### config.mk
export PLATFORM = sky130hd
export DESIGN_NAME = bwf_tap
export DESIGN_NICKNAME = d
export VERILOG_FILES = /design/src/rtl/assert_macros.svh /design/src/rtl/bwf_pkg.sv /design/src/rtl/bwf_tap.sv
export SDC_FILE = /design/constraint.sdc
export NUM_CORES = 2
export LEC_CHECK = 0
export BUFFER_PORTS_ARGS = -buffer_cell sky130_fd_sc_hd__buf_2
export CORE_MARGIN = 2
export CORE_UTILIZATION = 45
export CTS_BUF_LIST = sky130_fd_sc_hd__clkbuf_16
export CTS_CLUSTER_SIZE = 24
export DETAILED_ROUTE_END_ITERATION = 12
export HOLD_SLACK_MARGIN = 0.05
export PLACE_DENSITY = 0.71
export SETUP_SLACK_MARGIN = 0.2
export SLEW_MARGIN = 15
export SYNTH_ARGS = -nofsm -noshare
export SYNTH_HDL_FRONTEND = slang
export SYNTH_SLANG_ARGS = --single-unit
### constraint.sdc
create_clock -name i_clk -period 32.6 [get_ports i_clk]
set_clock_uncertainty 0.05 [all_clocks]
set_input_delay 9.78 -clock i_clk [delete_from_list [all_inputs] [get_ports i_clk]]
set_output_delay 9.78 -clock i_clk [all_outputs]
set_load 0.03 [all_outputs]
### src/rtl/assert_macros.svh
// assertion helpers for the rtl
`ifndef ASSERT_MACROS_SVH
`define ASSERT_MACROS_SVH

// same-cycle implication, checked out of reset
`define BWF_ASSERT_IMP(lbl, clk, rst_n, ante, cons) \
    lbl: assert property (@(posedge clk) disable iff (!rst_n) (ante) |-> (cons)) \
        else $error("same-cycle check failed");

// next-cycle implication, checked out of reset
`define BWF_ASSERT_NXT(lbl, clk, rst_n, ante, cons) \
    lbl: assert property (@(posedge clk) disable iff (!rst_n) (ante) |=> (cons)) \
        else $error("next-cycle check failed");

`endif

### src/rtl/bwf_pkg.sv
package bwf_pkg;

    // field and datapath widths
    localparam int SMP_W     = 16;
    localparam int GAIN_W    = 31;
    localparam int COEF_W    = 32;
    localparam int SUM_W     = 21;               // binomial-weighted input sum
    localparam int PROD_W    = COEF_W + SMP_W;   // one feedback product
    localparam int F_W       = PROD_W + 2;       // feedback sum over up to four taps
    localparam int ACC_W     = 53;               // gain product and accumulator
    localparam int FRAC_SH   = 27;               // fraction bits dropped at the output
    localparam int MAX_ORDER = 4;
    localparam int SMP_MAX   = 32767;
    localparam int SMP_MIN   = -32768;

    // configuration port
    localparam int CFG_IDX_W = 3;
    localparam logic [CFG_IDX_W-1:0] CFG_GAIN     = 3'd0;
    localparam logic [CFG_IDX_W-1:0] CFG_HIGHPASS = 3'd1;
    localparam logic [CFG_IDX_W-1:0] CFG_FB_COEF1 = 3'd2;
    localparam logic [CFG_IDX_W-1:0] CFG_FB_COEF2 = 3'd3;
    localparam logic [CFG_IDX_W-1:0] CFG_FB_COEF3 = 3'd4;
    localparam logic [CFG_IDX_W-1:0] CFG_FB_COEF4 = 3'd5;

    typedef logic signed [SMP_W-1:0]  t_sample;
    typedef logic signed [COEF_W-1:0] t_coef;

    // per-cycle control handed to every tap
    typedef struct packed {
        logic x_shift;
        logic y_shift;
        logic highpass;
    } t_tap_ctrl;

    // binomial weight C(order, i), zero outside the triangle
    function automatic int bwf_binom(input int order, input int i);
        int w;
        w = 0;
        case (order)
            1: begin
                if (i == 0 || i == 1) w = 1;
            end
            2: begin
                if (i == 0 || i == 2) w = 1;
                else if (i == 1) w = 2;
            end
            3: begin
                if (i == 0 || i == 3) w = 1;
                else if (i == 1 || i == 2) w = 3;
            end
            4: begin
                if (i == 0 || i == 4) w = 1;
                else if (i == 1 || i == 3) w = 4;
                else if (i == 2) w = 6;
            end
            default: w = 0;
        endcase
        return w;
    endfunction

endpackage

### src/rtl/bwf_tap.sv
module bwf_tap
    import bwf_pkg::*;
#(
    parameter int ORDER = 4,
    parameter int IDX   = 1
) (
    input  logic                    i_clk,
    input  logic                    i_rst_n,
    input  t_tap_ctrl               i_ctrl,
    input  t_coef                   i_fb_coef,
    input  t_sample                 i_x,
    input  t_sample                 i_y,
    input  logic signed [SUM_W-1:0] i_s_in,
    input  logic signed [F_W-1:0]   i_f_in,
    output t_sample                 o_x,
    output t_sample                 o_y,
    output logic signed [SUM_W-1:0] o_s_out,
    output logic signed [F_W-1:0]   o_f_out
);

    localparam logic signed [SUM_W-1:0] WGT = SUM_W'(bwf_binom(ORDER, IDX));
    localparam bit ODD = (IDX % 2) == 1;

    t_sample                 r_x;
    t_sample                 r_y;
    logic signed [SUM_W-1:0] x_ext;
    logic signed [SUM_W-1:0] w_term;
    logic signed [PROD_W-1:0] fb_prod;

    // history entries, shifted in from the neighbor
    always_ff @(posedge i_clk) begin
        if (!i_rst_n) begin
            r_x <= '0;
            r_y <= '0;
        end else begin
            if (i_ctrl.x_shift) begin
                r_x <= i_x;
            end
            if (i_ctrl.y_shift) begin
                r_y <= i_y;
            end
        end
    end

    // weighted input term, sign flipped on odd taps in high-pass mode
    always_comb begin
        x_ext  = SUM_W'(r_x);
        w_term = x_ext * WGT;
        if (ODD && i_ctrl.highpass) begin
            w_term = -w_term;
        end
    end

    // feedback product for this delay
    assign fb_prod = i_fb_coef * r_y;

    assign o_s_out = i_s_in + w_term;
    assign o_f_out = i_f_in + F_W'(fb_prod);
    assign o_x     = r_x;
    assign o_y     = r_y;

endmodule

==> qor.csv <==
metric,value,unit
status,"finished, final reports clean",
Max-Cap Viols,0,
Tot GR Track Use,24.2,%
Slew headroom,22.5,%
asr flop ratio synth,0,%
grt total ovfl,0,
most frequent cells in the layout,"601 x inv_1, 546 x fa_1, 315 x nand2_1",
min setup slack post-route,6.42,ns
"flops & latches, synth",32,
Die X,225,µm
mapped cell area,22100,µm²
CTS Sinks,32,
antenna violations before repair,8,
Post-Place Worst Slack,6.40,ns
ratio of final minimum period to clock period,80.3,%
residual DRC count,0,
Fin Setup TNS,0,ns
fin crit period,26.18,ns
crit path max-delay cell type,fa_1,
syn nets,3319,
Required @ worst endpoint,22.77,ns
CP bufs+invs,5,
synthesis warning total,0,
vias in the first global route,18500,
post-CTS resize count,0,
GPL Wtd Cong,0.934,
wire length per cell,18.0,µm
die span in y,225,µm
Routed WL,58500,µm
row count,81,
sequential area share after synthesis,2.90,%
"critical path fanouts, max",16,
crit path launch,i_fb_coef[9],
"Reg clk slew, reported paths",0.05,ns
"commonest non-fill, non-tap cell in the layout",inv_1,
CP top delay family,adder cells,
unrepaired setup endpoints after global routing,no,
largest stage delay on the critical path,0.61,ns
Boundary Pins,243,
Num CTS Buffers,5,
"Clk Latency, worst-skew pair",0.28,ns
first-pass GRT wire length,97000,µm
detailed placement HPWL,49000,µm
syn_area_per_cell,8.90,µm²
PortBufs,238,
drt first-iter violations,1129,
Initial Utilization,45.4,%
Most common cell on crit path,fa_1,
Layout area overhead,8.17,%
largest net degree at the start of global routing,35,
final setup violation count,0,
Setup CP Type,input port to output port,
core area,48600,µm²
crit end category,output port,
Final Hold Fails,0,
Worst Min Path Start,o_y[5]$_SDFFE_PN0P_,
crit start category,input port,
Pre-antenna DRT Iters,6,
FMAX,38.2,MHz
clk buf depth,2,
slew of the pin with the lowest slew margin,1.16,ns
worst flop-to-flop path startpoint,o_y[13]$_SDFFE_PN0P_,
Post-CTS Setup Bufs,0,
worst min path class,register to register,
WP data arrival,16.35,ns
layout cells sized above 1,10.5,%
# nets final,3467,
routed via count,17000,
hold_buf cts,0,
Post-synth EDFFs,0,
Most used DFF post-synth,dfxtp_1,
"Slew Viols, Final",0,
Vias/cell,5.20,
Post-Synthesis Cells,2480,
htree depth,2,
root buffer cell,clkbuf_16,
CTS tree,built,
Yosys cell types,56,
Die Area,50800,µm²
ANT nets after route,0,
crit-path cells,buf_2 > nand2_1 > fa_1 > fa_1 > fa_1 > fa_1 > inv_1 > fa_1 > inv_1 > fa_1 > inv_1 > ha_1 > a21o_1 > o21bai_1 > a31oi_1 > a21oi_2 > o211ai_2 > o21ai_0 > a311oi_1 > a2111oi_2 > buf_2,
==> metrics by stage <==
stage	hold WS, ns	area (µm²)	util [%]	cells
2_1_floorplan	0.625	22100	-	2480
3_3_place_gp	0.449	23700	48.8	3243
3_5_place_dp	0.457	23700	48.8	3243
4_1_cts	0.470	23900	49.1	3250
5_1_grt	0.479	23900	49.1	3253
6_report	0.468	23900	49.1	3257
==> worst reg2reg max path, delay by kind of cell (launching register included) <==
| family | cells | cell delay (ns) |
|---|---|---|
| DFF | 1 | 1.08 |
| muxes | 1 | 0.16 |
| and+or+nand+nor | 1 | 0.14 |
==> cell usage after synthesis (all sizes together), types with 14 or more instances <==
cell	number	area (µm²)
xnor2	61	534
clkbuf	109	412
o21ai	44	220
fa	546	10900
nand3	17	85.1
nor2	73	274
dfxtp	32	641
a21o	31	233
nor2b	38	238
o21a	14	105
mux2i	32	320
xor2	16	140
ha	153	1910
inv	601	2260
nand2b	15	93.8
a21oi	62	318
and2	207	1290
nand2	315	1180
==> layer usage <==
layer | GRT usage, % | up-vias | routed length [µm]
met2 | 42.2 | 593 | 29000
li1 | - | 7620 | -
met1 | 31.9 | 8631 | 24300
met3 | 3.36 | 101 | 3780
met5 | 0 | - | 39
met4 | 5.92 | 6 | 1450
==> state kept, by name, summed over array words and instances, names as in the netlist <==
name  flops
o_y      16
o_x      16
==> cells by family (layout without fill, tap and decap cells) <==
group                    count (synthesis)  in the layout  synth area share [%]
AO/OA/AOI/OAI                          213            213                  6.44
XOR/XNOR                                78             78                  3.16
adder cells (fa/ha/maj)                699            699                  58.2
buffers and inverters                  713            861                  12.2
flip-flops                              32             32                  2.90
multiplexers                            32             32                  1.45
other                                    0              7                     0
AND/OR/NAND/NOR                        713            713                  15.7
==> cell type report <==
class,instances,area [µm²]
fill,4524,24800
clock buffer,5,125
clock inverter,2,7.51
multi-input combinational,1735,18800
inverter,602,2260
tap,622,778
antenna,7,17.5
timing repair buffer,252,1300
sequential,32,647
==> path summary, 6_finish.rpt <==
check,to,slack (ns),cells after the start
setup / recovery,o_f_out[48],6.42,21
hold / removal,o_y[5]$_SDFFE_PN0P_,0.47,2
setup reg to reg,o_y[13]$_SDFFE_PN0P_,31.11,2
hold reg to reg,o_y[5]$_SDFFE_PN0P_,0.47,2
Power is not shown: default switching activity piles up to over one toggle a cycle in this logic, so the estimate is an artifact.
